--- src/hdl/crs_pkg.sv ---
// Types, codes and micro-program for the clip rectangle stack.
// No dependencies; imported by every module of the block.
package crs_pkg;

  localparam int unsigned CRS_STACK_DEPTH = 16;
  localparam int unsigned COORD_W = 15;
  localparam int unsigned IN_W    = 16;
  localparam int unsigned WORD_W  = 18;

  typedef logic [COORD_W-1:0] coord_t;
  typedef logic signed [WORD_W-1:0] word_t;

  localparam coord_t SCREEN_W_RESET = 15'd640;
  localparam coord_t SCREEN_H_RESET = 15'd480;

  typedef struct packed {
    coord_t h;
    coord_t w;
    coord_t y;
    coord_t x;
  } rect_t;

  typedef enum logic [1:0] {
    CFG_SCREEN_WIDTH  = 2'd0,
    CFG_SCREEN_HEIGHT = 2'd1,
    CFG_RENDERER      = 2'd2
  } cfg_idx_e;

  typedef enum logic [1:0] {
    ACT_NONE  = 2'd0,
    ACT_FULL  = 2'd1,
    ACT_LIMIT = 2'd2
  } action_e;

  typedef enum logic [1:0] {
    FLT_NONE  = 2'd0,
    FLT_FULL  = 2'd1,
    FLT_EMPTY = 2'd2
  } fault_e;

  typedef enum logic [2:0] {
    OP_ADD  = 3'd0,
    OP_SUB  = 3'd1,
    OP_MAX  = 3'd2,
    OP_MIN  = 3'd3,
    OP_GT   = 3'd4,
    OP_KILL = 3'd5
  } alu_op_e;

  typedef enum logic [3:0] {
    SRC_POS  = 4'd0,
    SRC_LEN  = 4'd1,
    SRC_LIM  = 4'd2,
    SRC_T    = 4'd3,
    SRC_TL   = 4'd4,
    SRC_A    = 4'd5,
    SRC_P    = 4'd6,
    SRC_E    = 4'd7,
    SRC_L    = 4'd8,
    SRC_ZERO = 4'd9
  } src_e;

  typedef enum logic [2:0] {
    DST_NONE = 3'd0,
    DST_A    = 3'd1,
    DST_P    = 3'd2,
    DST_E    = 3'd3,
    DST_L    = 3'd4,
    DST_T    = 3'd5,
    DST_TL   = 3'd6
  } dst_e;

  typedef struct packed {
    alu_op_e op;
    src_e    a;
    src_e    b;
    dst_e    dst;
  } uop_t;

  typedef struct packed {
    word_t res;
    logic  gt;
  } alu_res_t;

  localparam int unsigned UC_STEPS = 14;
  typedef logic [3:0] step_t;
  localparam step_t UC_LAST = 4'(UC_STEPS - 1);

  // Per-axis program: clamp (pos, len) to [0, lim], then cut the total (t, tl).
  function automatic uop_t uop_at(step_t s);
    uop_t u;
    case (s)
      4'd0:    u = '{op: OP_ADD,  a: SRC_POS, b: SRC_LEN,  dst: DST_A};
      4'd1:    u = '{op: OP_MAX,  a: SRC_POS, b: SRC_ZERO, dst: DST_P};
      4'd2:    u = '{op: OP_MAX,  a: SRC_A,   b: SRC_P,    dst: DST_E};
      4'd3:    u = '{op: OP_GT,   a: SRC_P,   b: SRC_LIM,  dst: DST_NONE};
      4'd4:    u = '{op: OP_MIN,  a: SRC_E,   b: SRC_LIM,  dst: DST_E};
      4'd5:    u = '{op: OP_SUB,  a: SRC_E,   b: SRC_P,    dst: DST_L};
      4'd6:    u = '{op: OP_KILL, a: SRC_ZERO, b: SRC_ZERO, dst: DST_NONE};
      4'd7:    u = '{op: OP_ADD,  a: SRC_T,   b: SRC_TL,   dst: DST_A};
      4'd8:    u = '{op: OP_MAX,  a: SRC_T,   b: SRC_P,    dst: DST_T};
      4'd9:    u = '{op: OP_MAX,  a: SRC_A,   b: SRC_T,    dst: DST_A};
      4'd10:   u = '{op: OP_ADD,  a: SRC_P,   b: SRC_L,    dst: DST_E};
      4'd11:   u = '{op: OP_MIN,  a: SRC_A,   b: SRC_E,    dst: DST_A};
      4'd12:   u = '{op: OP_SUB,  a: SRC_A,   b: SRC_T,    dst: DST_A};
      4'd13:   u = '{op: OP_MAX,  a: SRC_A,   b: SRC_ZERO, dst: DST_TL};
      default: u = '{op: OP_ADD,  a: SRC_ZERO, b: SRC_ZERO, dst: DST_NONE};
    endcase
    return u;
  endfunction

  function automatic word_t zext_coord(coord_t v);
    return word_t'({{(WORD_W-COORD_W){1'b0}}, v});
  endfunction

  function automatic word_t zext_in(logic [IN_W-1:0] v);
    return word_t'({{(WORD_W-IN_W){1'b0}}, v});
  endfunction

  function automatic word_t sext_in(logic [IN_W-1:0] v);
    return word_t'({{(WORD_W-IN_W){v[IN_W-1]}}, v});
  endfunction

endpackage

--- src/hdl/crs_alu.sv ---
// Shared add / subtract / compare unit of the clip rectangle stack.
// Depends on crs_pkg.
module crs_alu import crs_pkg::*; (
  input  alu_op_e  op_i,
  input  word_t    a_i,
  input  word_t    b_i,
  output alu_res_t res_o
);

  logic [WORD_W:0] a_x;
  logic [WORD_W:0] b_x;
  logic [WORD_W:0] sum;
  logic            sub;
  logic            neg;

  // One adder serves every op; compares read the sign of a - b.
  assign sub = (op_i != OP_ADD);
  assign a_x = {a_i[WORD_W-1], a_i};
  assign b_x = {b_i[WORD_W-1], b_i};
  assign sum = a_x + (sub ? ~b_x : b_x) + {{WORD_W{1'b0}}, sub};
  assign neg = sum[WORD_W];

  always_comb begin
    res_o.gt = !neg && (sum != '0);
    case (op_i)
      OP_ADD, OP_SUB: res_o.res = word_t'(sum[WORD_W-1:0]);
      OP_MAX:         res_o.res = neg ? b_i : a_i;
      OP_MIN:         res_o.res = neg ? a_i : b_i;
      default:        res_o.res = a_i;
    endcase
  end

endmodule

--- src/hdl/crs_stack_mem.sv ---
// Storage for the per-level clip totals, one write and one registered read port.
// Depends on crs_pkg.
module crs_stack_mem import crs_pkg::*; #(
  parameter  int unsigned DEPTH = CRS_STACK_DEPTH,
  localparam int unsigned IDX_W = (DEPTH > 1) ? $clog2(DEPTH) : 1
) (
  input  logic             clk_i,
  input  logic             wr_en_i,
  input  logic [IDX_W-1:0] wr_addr_i,
  input  rect_t            wr_data_i,
  input  logic             rd_en_i,
  input  logic [IDX_W-1:0] rd_addr_i,
  output rect_t            rd_data_o
);

  rect_t mem_q [DEPTH];
  rect_t rd_data_q;

  always_ff @(posedge clk_i) begin
    if (wr_en_i) begin
      mem_q[wr_addr_i] <= wr_data_i;
    end
    if (rd_en_i) begin
      rd_data_q <= mem_q[rd_addr_i];
    end
  end

  assign rd_data_o = rd_data_q;

endmodule

--- src/hdl/clip_rect_stack.sv ---
// Push: for each axis a load and 14 ALU steps, then finish.
// Pop: through ST_READ (one stack memory read) with levels left, straight to ST_FINISH to empty or on fault.
// Push on a full stack: straight to ST_FINISH. Next item is taken in the cycle after the result
// leaves the sequencer; the shared ALU, one op per cycle, sets the push time.
// Reset: stack empty, screen 640 x 480, renderer attached; the stack memory
// itself is not cleared, only levels below the count are ever read.
module clip_rect_stack import crs_pkg::*; #(
  parameter int unsigned STACK_DEPTH = CRS_STACK_DEPTH
) (
  input  logic                   clk_i,
  input  logic                   rst_ni,
  // configuration writes
  input  logic                   cfg_valid_i,
  output logic                   cfg_ready_o,
  input  logic [1:0]             cfg_index_i,
  input  logic [COORD_W-1:0]     cfg_data_i,
  // request items
  input  logic                   in_valid_i,
  output logic                   in_ready_o,
  input  logic                   req_type_i,
  input  logic signed [IN_W-1:0] rect_x_i,
  input  logic signed [IN_W-1:0] rect_y_i,
  input  logic [IN_W-1:0]        rect_w_i,
  input  logic [IN_W-1:0]        rect_h_i,
  // result items
  output logic                   out_valid_o,
  input  logic                   out_ready_i,
  output logic [COORD_W-1:0]     clip_x_o,
  output logic [COORD_W-1:0]     clip_y_o,
  output logic [COORD_W-1:0]     clip_w_o,
  output logic [COORD_W-1:0]     clip_h_o,
  output logic [1:0]             action_o,
  output logic [1:0]             fault_o
);

  localparam int unsigned CNT_W = $clog2(STACK_DEPTH + 1);
  localparam int unsigned IDX_W = (STACK_DEPTH > 1) ? $clog2(STACK_DEPTH) : 1;

  // One-hot sequencer states.
  typedef enum logic [4:0] {
    ST_IDLE   = 5'b00001,
    ST_LOAD   = 5'b00010,
    ST_RUN    = 5'b00100,
    ST_READ   = 5'b01000,
    ST_FINISH = 5'b10000
  } state_e;

  state_e     state_q;
  logic [CNT_W-1:0] cnt_q;
  logic       axis_q;
  step_t      step_q;

  // configuration registers
  coord_t     screen_w_q;
  coord_t     screen_h_q;
  logic       attached_q;

  // latched request
  logic signed [IN_W-1:0] x_q;
  logic signed [IN_W-1:0] y_q;
  logic [IN_W-1:0]        w_q;
  logic [IN_W-1:0]        h_q;
  fault_e     fault_q;
  fault_e     fault_d;

  // ALU working registers
  word_t      pos_q, len_q, lim_q, t_q, tl_q, a_q, p_q, e_q, l_q;
  logic       flag_q;

  // totals
  rect_t      top_q;
  rect_t      cur;
  coord_t     new_x_q;
  coord_t     new_w_q;
  rect_t      push_rect;

  // output register
  logic       out_valid_q;
  coord_t     clip_x_q, clip_y_q, clip_w_q, clip_h_q;
  action_e    action_q;
  action_e    action_d;
  fault_e     fault_out_q;

  uop_t       uop;
  word_t      opa;
  word_t      opb;
  alu_res_t   alu_res;

  logic       accept;
  logic       finish_fire;
  logic       last_step;
  logic       mem_wr;
  logic       mem_rd;
  logic [CNT_W-1:0] cnt_m2;
  rect_t      rd_data;

  assign cfg_ready_o = 1'b1;
  assign in_ready_o  = (state_q == ST_IDLE);
  assign accept      = in_valid_i && in_ready_o;
  assign finish_fire = (state_q == ST_FINISH) && (!out_valid_q || out_ready_i);
  assign last_step   = (state_q == ST_RUN) && (step_q == UC_LAST);

  // Total of the top level; an empty stack means the full screen.
  always_comb begin
    if (cnt_q == '0) begin
      cur = '{h: screen_h_q, w: screen_w_q, y: '0, x: '0};
    end else begin
      cur = top_q;
    end
  end

  // Fault decision made at accept time.
  always_comb begin
    fault_d = FLT_NONE;
    if (!req_type_i) begin
      if (cnt_q >= CNT_W'(STACK_DEPTH)) fault_d = FLT_FULL;
    end else begin
      if (cnt_q == '0) fault_d = FLT_EMPTY;
    end
  end

  // Micro-program word and operand selection for the shared ALU.
  assign uop = uop_at(step_q);

  always_comb begin
    case (uop.a)
      SRC_POS: opa = pos_q;
      SRC_LEN: opa = len_q;
      SRC_LIM: opa = lim_q;
      SRC_T:   opa = t_q;
      SRC_TL:  opa = tl_q;
      SRC_A:   opa = a_q;
      SRC_P:   opa = p_q;
      SRC_E:   opa = e_q;
      SRC_L:   opa = l_q;
      default: opa = '0;
    endcase
  end

  always_comb begin
    case (uop.b)
      SRC_POS: opb = pos_q;
      SRC_LEN: opb = len_q;
      SRC_LIM: opb = lim_q;
      SRC_T:   opb = t_q;
      SRC_TL:  opb = tl_q;
      SRC_A:   opb = a_q;
      SRC_P:   opb = p_q;
      SRC_E:   opb = e_q;
      SRC_L:   opb = l_q;
      default: opb = '0;
    endcase
  end

  crs_alu u_alu (
    .op_i  (uop.op),
    .a_i   (opa),
    .b_i   (opb),
    .res_o (alu_res)
  );

  // The new total once the vertical axis finishes.
  assign push_rect = '{h: alu_res.res[COORD_W-1:0], w: new_w_q,
                       y: t_q[COORD_W-1:0],        x: new_x_q};

  // Stack memory: write on push completion, read the level below on pop.
  assign mem_wr = last_step && axis_q;
  assign mem_rd = accept && req_type_i && (cnt_q > CNT_W'(1));
  assign cnt_m2 = cnt_q - CNT_W'(2);

  crs_stack_mem #(
    .DEPTH (STACK_DEPTH)
  ) u_mem (
    .clk_i     (clk_i),
    .wr_en_i   (mem_wr),
    .wr_addr_i (cnt_q[IDX_W-1:0]),
    .wr_data_i (push_rect),
    .rd_en_i   (mem_rd),
    .rd_addr_i (cnt_m2[IDX_W-1:0]),
    .rd_data_o (rd_data)
  );

  // Action reported with the total after the item.
  always_comb begin
    if (!attached_q) begin
      action_d = ACT_NONE;
    end else if (cur.x == '0 && cur.y == '0 && cur.w == screen_w_q &&
                 cur.h == screen_h_q) begin
      action_d = ACT_FULL;
    end else begin
      action_d = ACT_LIMIT;
    end
  end

  // Sequencer and configuration.
  always_ff @(posedge clk_i or negedge rst_ni) begin
    if (!rst_ni) begin
      state_q     <= ST_IDLE;
      cnt_q       <= '0;
      axis_q      <= 1'b0;
      step_q      <= '0;
      out_valid_q <= 1'b0;
      screen_w_q  <= SCREEN_W_RESET;
      screen_h_q  <= SCREEN_H_RESET;
      attached_q  <= 1'b1;
    end else begin
      if (cfg_valid_i) begin
        case (cfg_index_i)
          CFG_SCREEN_WIDTH:  screen_w_q <= cfg_data_i;
          CFG_SCREEN_HEIGHT: screen_h_q <= cfg_data_i;
          CFG_RENDERER:      attached_q <= cfg_data_i[0];
          default: ;
        endcase
      end

      // load a fresh result when finishing, else drop a taken one
      if (finish_fire) begin
        out_valid_q <= 1'b1;
      end else if (out_valid_q && out_ready_i) begin
        out_valid_q <= 1'b0;
      end

      case (state_q)
        ST_IDLE: begin
          if (accept) begin
            if (fault_d != FLT_NONE) begin
              state_q <= ST_FINISH;
            end else if (!req_type_i) begin
              axis_q  <= 1'b0;
              state_q <= ST_LOAD;
            end else begin
              cnt_q   <= cnt_q - CNT_W'(1);
              state_q <= (cnt_q > CNT_W'(1)) ? ST_READ : ST_FINISH;
            end
          end
        end
        ST_LOAD: begin
          step_q  <= '0;
          state_q <= ST_RUN;
        end
        ST_RUN: begin
          if (step_q == UC_LAST) begin
            if (!axis_q) begin
              axis_q  <= 1'b1;
              state_q <= ST_LOAD;
            end else begin
              cnt_q   <= cnt_q + CNT_W'(1);
              state_q <= ST_FINISH;
            end
          end else begin
            step_q <= step_q + step_t'(1);
          end
        end
        ST_READ: begin
          state_q <= ST_FINISH;
        end
        ST_FINISH: begin
          if (finish_fire) state_q <= ST_IDLE;
        end
        default: state_q <= ST_IDLE;
      endcase
    end
  end

  // Datapath registers.
  always_ff @(posedge clk_i) begin
    if (accept) begin
      x_q     <= rect_x_i;
      y_q     <= rect_y_i;
      w_q     <= rect_w_i;
      h_q     <= rect_h_i;
      fault_q <= fault_d;
    end

    if (state_q == ST_LOAD) begin
      // Hold one axis at a time in the working registers.
      pos_q  <= axis_q ? sext_in(y_q) : sext_in(x_q);
      len_q  <= axis_q ? zext_in(h_q) : zext_in(w_q);
      lim_q  <= axis_q ? zext_coord(screen_h_q) : zext_coord(screen_w_q);
      t_q    <= axis_q ? zext_coord(cur.y) : zext_coord(cur.x);
      tl_q   <= axis_q ? zext_coord(cur.h) : zext_coord(cur.w);
      // no renderer: the pushed rectangle collapses to zero width and height
      flag_q <= !attached_q;
    end

    if (state_q == ST_RUN) begin
      case (uop.dst)
        DST_A:   a_q  <= alu_res.res;
        DST_P:   p_q  <= alu_res.res;
        DST_E:   e_q  <= alu_res.res;
        DST_L:   l_q  <= alu_res.res;
        DST_T:   t_q  <= alu_res.res;
        DST_TL:  tl_q <= alu_res.res;
        default: ;
      endcase
      if (uop.op == OP_GT) flag_q <= flag_q | alu_res.gt;
      // left or top edge past the screen: zero the clamped axis
      if (uop.op == OP_KILL && flag_q) begin
        p_q <= '0;
        l_q <= '0;
      end
      if (last_step && !axis_q) begin
        new_x_q <= t_q[COORD_W-1:0];
        new_w_q <= alu_res.res[COORD_W-1:0];
      end
    end

    if (mem_wr) top_q <= push_rect;
    if (state_q == ST_READ) top_q <= rd_data;

    if (finish_fire) begin
      clip_x_q    <= cur.x;
      clip_y_q    <= cur.y;
      clip_w_q    <= cur.w;
      clip_h_q    <= cur.h;
      action_q    <= action_d;
      fault_out_q <= fault_q;
    end
  end

  assign out_valid_o = out_valid_q;
  assign clip_x_o    = clip_x_q;
  assign clip_y_o    = clip_y_q;
  assign clip_w_o    = clip_w_q;
  assign clip_h_o    = clip_h_q;
  assign action_o    = action_q;
  assign fault_o     = fault_out_q;

endmodule

--- config.mk ---
export PLATFORM = sky130hd
export DESIGN_NAME = clip_rect_stack
export DESIGN_NICKNAME = d
export VERILOG_FILES = /design/src/hdl/crs_pkg.sv /design/src/hdl/crs_alu.sv /design/src/hdl/crs_stack_mem.sv /design/src/hdl/clip_rect_stack.sv
export SDC_FILE = /design/constraint.sdc
export NUM_CORES = 2
export LEC_CHECK = 0
export BUFFER_PORTS_ARGS = -buffer_cell sky130_fd_sc_hd__buf_2
export CORE_ASPECT_RATIO = 0.75
export CORE_UTILIZATION = 45
export CTS_BUF_LIST = sky130_fd_sc_hd__clkbuf_8 sky130_fd_sc_hd__clkbuf_16
export CTS_CLUSTER_SIZE = 25
export DETAILED_ROUTE_END_ITERATION = 8
export MAX_ROUTING_LAYER = met4
export PLACE_DENSITY = 0.68
export SLEW_MARGIN = 20
export SYNTH_ARGS = -nofsm -noshare
export SYNTH_HDL_FRONTEND = slang
export SYNTH_HIERARCHICAL = 1
export SYNTH_SLANG_ARGS = --single-unit
--- constraint.sdc ---
create_clock -name clk_i -period 9.75 [get_ports clk_i]
set_input_delay 0.975 -clock clk_i [delete_from_list [all_inputs] [get_ports clk_i]]
set_output_delay 0.975 -clock clk_i [all_outputs]
set_load 0.01 [all_outputs]
Yosys cells after proc, flatten, opt, wreduce, memory -nomap -nowiden --
Memories as Yosys holds them, arrays and structs flattened. A register that Yosys moved wholly into a read port is not among the register bits. Cells that the tools add are included.
Storage, ports and cells: register bits after elaboration 430, RAM bits 960, ROM bits 224, input bits 87, output and inout bits 67, word-level logic and storage cells 193, memories kept 2
Operators by class: add/sub/neg operators 6, $lt $le $gt $ge 2, eq/ne operators 45, mux-type cells 54, bitwise operators 2, reduce and logical (&&, ||, !) cells 47
Memories:
- u_mem.mem_q | words 16, bits a word 60, rd ports 1, clocked after Yosys merged registers in 1, write ports 1, RTL line crs_stack_mem.sv:16 | rect_t mem_q [DEPTH];
- (name not given) | words 16, bits a word 14, rd ports 1, clocked after Yosys merged registers in 0, write ports 0, RTL line crs_pkg.sv:92 | case (s)
Operators with widths (count):
- one-hot mux 18 bit (9 select lines) | 2
- two-way mux 18 bit | 11
- two-way mux 60 bit | 3
- two-way mux 5 bit | 12
- one-hot mux 18 bit (3 select lines) | 1
- two-way mux 15 bit | 3
- == test 4 x 3 -> 1 bit, second input constant | 8
- == test 15 bit | 2
- logical NOT 15 bit | 2
- one-hot mux 5 bit (5 select lines) | 1
- adder 19 x 1 -> 19 bit | 1
- adder 19 bit | 1
- two-way mux 19 bit | 1
- inverter 19 bit | 1
- nonzero test 19 bit | 1
- AND reduction 2 bit | 9
- == test 4 x 2 -> 1 bit, second input constant | 4
- two-way mux 16 bit | 1
- == test 3 bit, second input constant | 5
- nonzero test 2 bit | 7
- logical AND 1 bit | 13
- == test 3 x 2 -> 1 bit, second input constant | 4
- == test 4 bit, second input constant | 3
- two-way mux 1 bit | 12
- other kinds (34) | 48

Logic depth before layout (Yosys ltp) --
An unclocked memory read counts as a cell.
depth in word-level cells 12, depth in mapped cells 24, mapped depth without buffers 20

Hierarchy --
The synthesis kept the hierarchy.
By module, submodules not included:
- crs_stack_mem | times used 1, cells each 1548, area an instance 37707.4 um^2, sequential area each 30629.4 um^2
- clip_rect_stack | times used 1, cells each 1402, area an instance 19263.5 um^2, sequential area each 12106.6 um^2
- crs_alu | times used 1, cells each 261, area an instance 1885.6 um^2, sequential area each 0.0 um^2

Worst setup path before layout --
OpenSTA, ideal clock, no wires.
path kind flip-flop to flip-flop, start reg step_q[1], end mem u_mem/mem_q[0][0] (netlist bit), enable pin, setup time 0.552 ns, data arrival time 6.077 ns, data required time 9.198 ns, path slack 3.121 ns, cell stages (with the launch flop) 9, path buffers 1, period minus slack after synthesis 6.629 ns, cells stage by stage dfrtp_1 -> buf_6 -> inv_1 -> ha_1 -> and3_1 -> nand4b_1 -> nor2_1 -> or3b_2 -> nor3_1
On the way: longest elaborated chain between the ends 5
Ends and longest elaborated chain:
- from (decl) | RTL line clip_rect_stack.sv:51 | step_t step_q;
- from (signal assigned) | RTL line clip_rect_stack.sv:251 | step_q <= step_q + step_t'(1);
- == test 4 bit | RTL line clip_rect_stack.sv:101 | assign last_step = (state_q == ST_RUN) && (step_q == UC_LAST);
- logical AND 1 bit | RTL line clip_rect_stack.sv:101
- logical AND 1 bit | RTL line clip_rect_stack.sv:167 | assign mem_wr = last_step && axis_q;
- via mem_wr | RTL line clip_rect_stack.sv:92 | logic mem_wr;
- two-way mux 1 bit | RTL line crs_stack_mem.sv:20 | if (wr_en_i) begin
- two-way mux 1 bit (not written as such) | RTL line crs_stack_mem.sv:21 | mem_q[wr_addr_i] <= wr_data_i;
- to (decl) | RTL line crs_stack_mem.sv:16
The timed path passes the listed nets, and every way through them passes these cells.

==> run metrics <==
Worst Hold Class in2async; worst-skew pair later-pin latency 790 ps; Initial DRC Count 4545; element type at the critical path end flip-flop; fraction of the cycle the final worst path needs 0.790; Critical-path top delay cell dfrtp_1; remaining antenna violation count after routing 0; fraction of the yosys area taken by sequential cells 0.726; critical path launch point step_q[0]; prevailing post-synth register cell edfxtp_1; Layout area overhead 12.4%; vias in the first global route about 32000; CTS max path bufs 3; data required time at the worst endpoint 10350 ps; most common cell after layout, fill and taps aside edfxtp_1; combined global-route utilization of all metal layers 0.268; reg2reg end p_q[14]; die height approximately 320 um; reg-to-reg setup timing slack between 2000 and 2500 ps; met2 routed wirelength around 77000 um; Power Density ~360 mW/mm2; status completed; critical path class reg2reg; Pre-antenna DRT Iters 6; CP max stage delay 820 ps; via/cell ratio roughly 6.3; DIE AREA between 0.1 and 0.15 mm2; Final Core Density 0.512; Tightest Pin Transition approximately 1200 ps; most frequent cells in the layout 1359 x edfxtp_1, 240 x mux4_2, 192 x a22oi_1, 166 x mux2_2, 152 x buf_2; Post-Synthesis Cells between 3000 and 4000; Boundary Pins about 150; clock-pin slew of the registers on the worst-case setup and hold paths ~80 ps; pin count of the biggest net entering global routing approximately 130; cts-stage hold buffer count 0; root buffer cell clkbuf_16; Placement Rows between 100 and 150; critical path launch point type flip-flop; total non-filler cell area in the finished layout 0.0662 mm2; maximum VDD drop between 0.0002 and 0.0003 V; aggregate negative setup slack 0 ps; number of storage elements in the synthesis netlist around 1400; number of warnings reported in the yosys synthesis log 6; Mapped Avg Cell Area approximately 18 um2; number of nets in the layout between 3000 and 4000; DR WL met3 approximately 17000 um; detailed placer's ending HPWL between 100000 and 150000 um; Post-CTS Resized 0; overflow left after global routing 0; launch instance of the worst register-to-register path step_q[0]; EDFF count, synth about 1400; Detailed Route WL around 170000 um; detailed-route via count about 33000; number of buffers created by CTS 134; depth of the CTS H-tree 4; Post-CTS Setup Inserts 0; total clock sinks 1443; post-synthesis net count ~3300; final clock skew between 30 and 40 ps; placed cell areas between 0.06 and 0.07 mm2; series of cell instances along the critical path inv_1 > ha_1 > and2_1 > o21ai_1 > nand2_1 > a222oi_1 > nor2_1 > or3_1 > nor4_2 > nor2_1 > fa_1 > a211oi_2 > o211ai_2 > a211o_1 > nand2_1 > o211ai_2 > o21ai_4 > a22o_1 > inv_1 > a21oi_1; first-pass GRT wire length between 200000 and 250000 um; LEAKAGE about 22 nW; max-slew violation total from the final report 0; initial standard-cell utilization of the core 0.455; arrival time reported for the critical path endpoint around 8300 ps; worst slew slack as a fraction of its limit 0.196; number of DRC violations after detailed routing 0; Port Buffers approximately 150; reported max-cap violation count 0; minimum period implied by the final worst setup slack slightly below 8000 ps; share of flip-flops with an asynchronous set or reset 0.0326; cell count of the worst reg-to-reg path 20; TritonCTS clock tree built; top sig layer met4; initial antenna violation count 7; share of cells above drive strength 1 0.264; Final Hold Viols 0; area of the placeable core 0.129 mm2; area of the mapped netlist slightly below 0.06 mm2; Yosys cell types 106; setup repair after global routing missed its margin no; die boundary width between 400 and 500 um; total routed wire length on the met1 layer slightly above 70000 um; highest clock rate approximately 130 MHz; number of setup violations in the final report 0; final weighted congestion of routability-driven global placement slightly above 1; maximum fanout count along the critical path 22; Routed wire per std cell between 30 and 40 um
## through the flow
stage	power, mW	setup WS [ps]	hold WS, ps	std cells
6_report	23.7	2050	315	5251
5_1_grt	24.6	1620	347	5250
4_1_cts	23.6	2280	298	5246
3_5_place_dp	18.5	2320	418	5010
3_3_place_gp	18.4	2470	414	5010
2_1_floorplan	15.2	3120	400	3211
## worst max-delay path, delay by kind of cell (launching register included)
kind	cells	cell delay [ps]
AOI/OAI and AO/OA	9	3590
adders and majority gates	2	920
buffers and inverters	2	380
DFF	1	820
and+or+nand+nor	7	1760
## routing by layer
metal  GRT usage  vias to the layer above
li1            -                    13539
met1       0.377                    17390
met2       0.390                     1920
met3      0.0542                      297
met4      0.0907                        0
met5           -                        -
## synthesized netlist by cell type, drive strengths merged, types with 14 or more instances
cell | count | area [um2]
nand3 | 38 | 190
dfxtp | 37 | 741
a22oi | 192 | 1440
o21ai | 53 | 288
mux2 | 174 | 1960
a222oi | 26 | 260
a21oi | 85 | 444
nand4 | 19 | 119
nor4 | 14 | 93.8
mux4 | 240 | 5410
o22ai | 15 | 93.8
nor2b | 17 | 131
nor3 | 30 | 150
xor2 | 15 | 131
ha | 32 | 400
o211ai | 22 | 180
and2 | 41 | 259
nor2 | 105 | 419
dfrtp | 39 | 976
buf | 111 | 664
xnor2 | 42 | 368
mux2i | 31 | 327
clkbuf | 65 | 244
edfxtp | 1359 | 40800
a22o | 27 | 236
nand2 | 141 | 532
inv | 50 | 188
## state kept, by name (all words and copies together), names as in the netlist, 16 cells and up
register / count
h_q: 16
pos_q: 16
tl_q: 18
l_q: 18
len_q: 16
w_q: 16
u_mem/mem_q: 960
e_q: 18
x_q: 16
y_q: 16
u_mem/rd_data_o: 60
t_q: 18
p_q: 18
a_q: 18
top_q: 60
## area by class of cell
class | count | area [um2]
diodes | 5 | 12.5
well taps | 1740 | 2180
multi-input cells | 1540 | 15300
clock buffers | 139 | 3440
inverters | 52 | 204
fillers | 10325 | 63200
repair buffers | 235 | 1410
flip-flops and latches | 1443 | 42700
clock inverters | 97 | 887
## power by group
| group | total (mW) | internal [mW] | switching (mW) | leakage, nW |
|---|---|---|---|---|
| registers | 9.57 | 9.05 | 0.522 | 13.2 |
| logic | 8.97 | 2.99 | 5.98 | 6.27 |
| clock network | 5.19 | 2.88 | 2.31 | 2.22 |
| total | 23.7 | 14.9 | 8.81 | 21.6 |
## worst max path at each step
stage | to | slack, ps
floorplan | u_mem/mem_q[0][0] | 3120
global placement | l_q[14] | 2470
detailed placement | l_q[14] | 2320
CTS | l_q[14] | 2280
global route | p_q[14] | 1620
finish | p_q[14] | 2050
## cell families after synthesis
kind of cell / Yosys count / share of synthesized area
AOI/OAI and AO/OA: 540 / 0.0686
xor gates and xnor gates: 57 / 0.00848
adders and majority gates: 33 / 0.00714
buffers and inverters: 228 / 0.0187
DFF: 1443 / 0.726
muxes: 445 / 0.131
other: 1 / 0.0000637
and+or+nand+nor: 464 / 0.0401
Power figures use the tool's default switching activity.
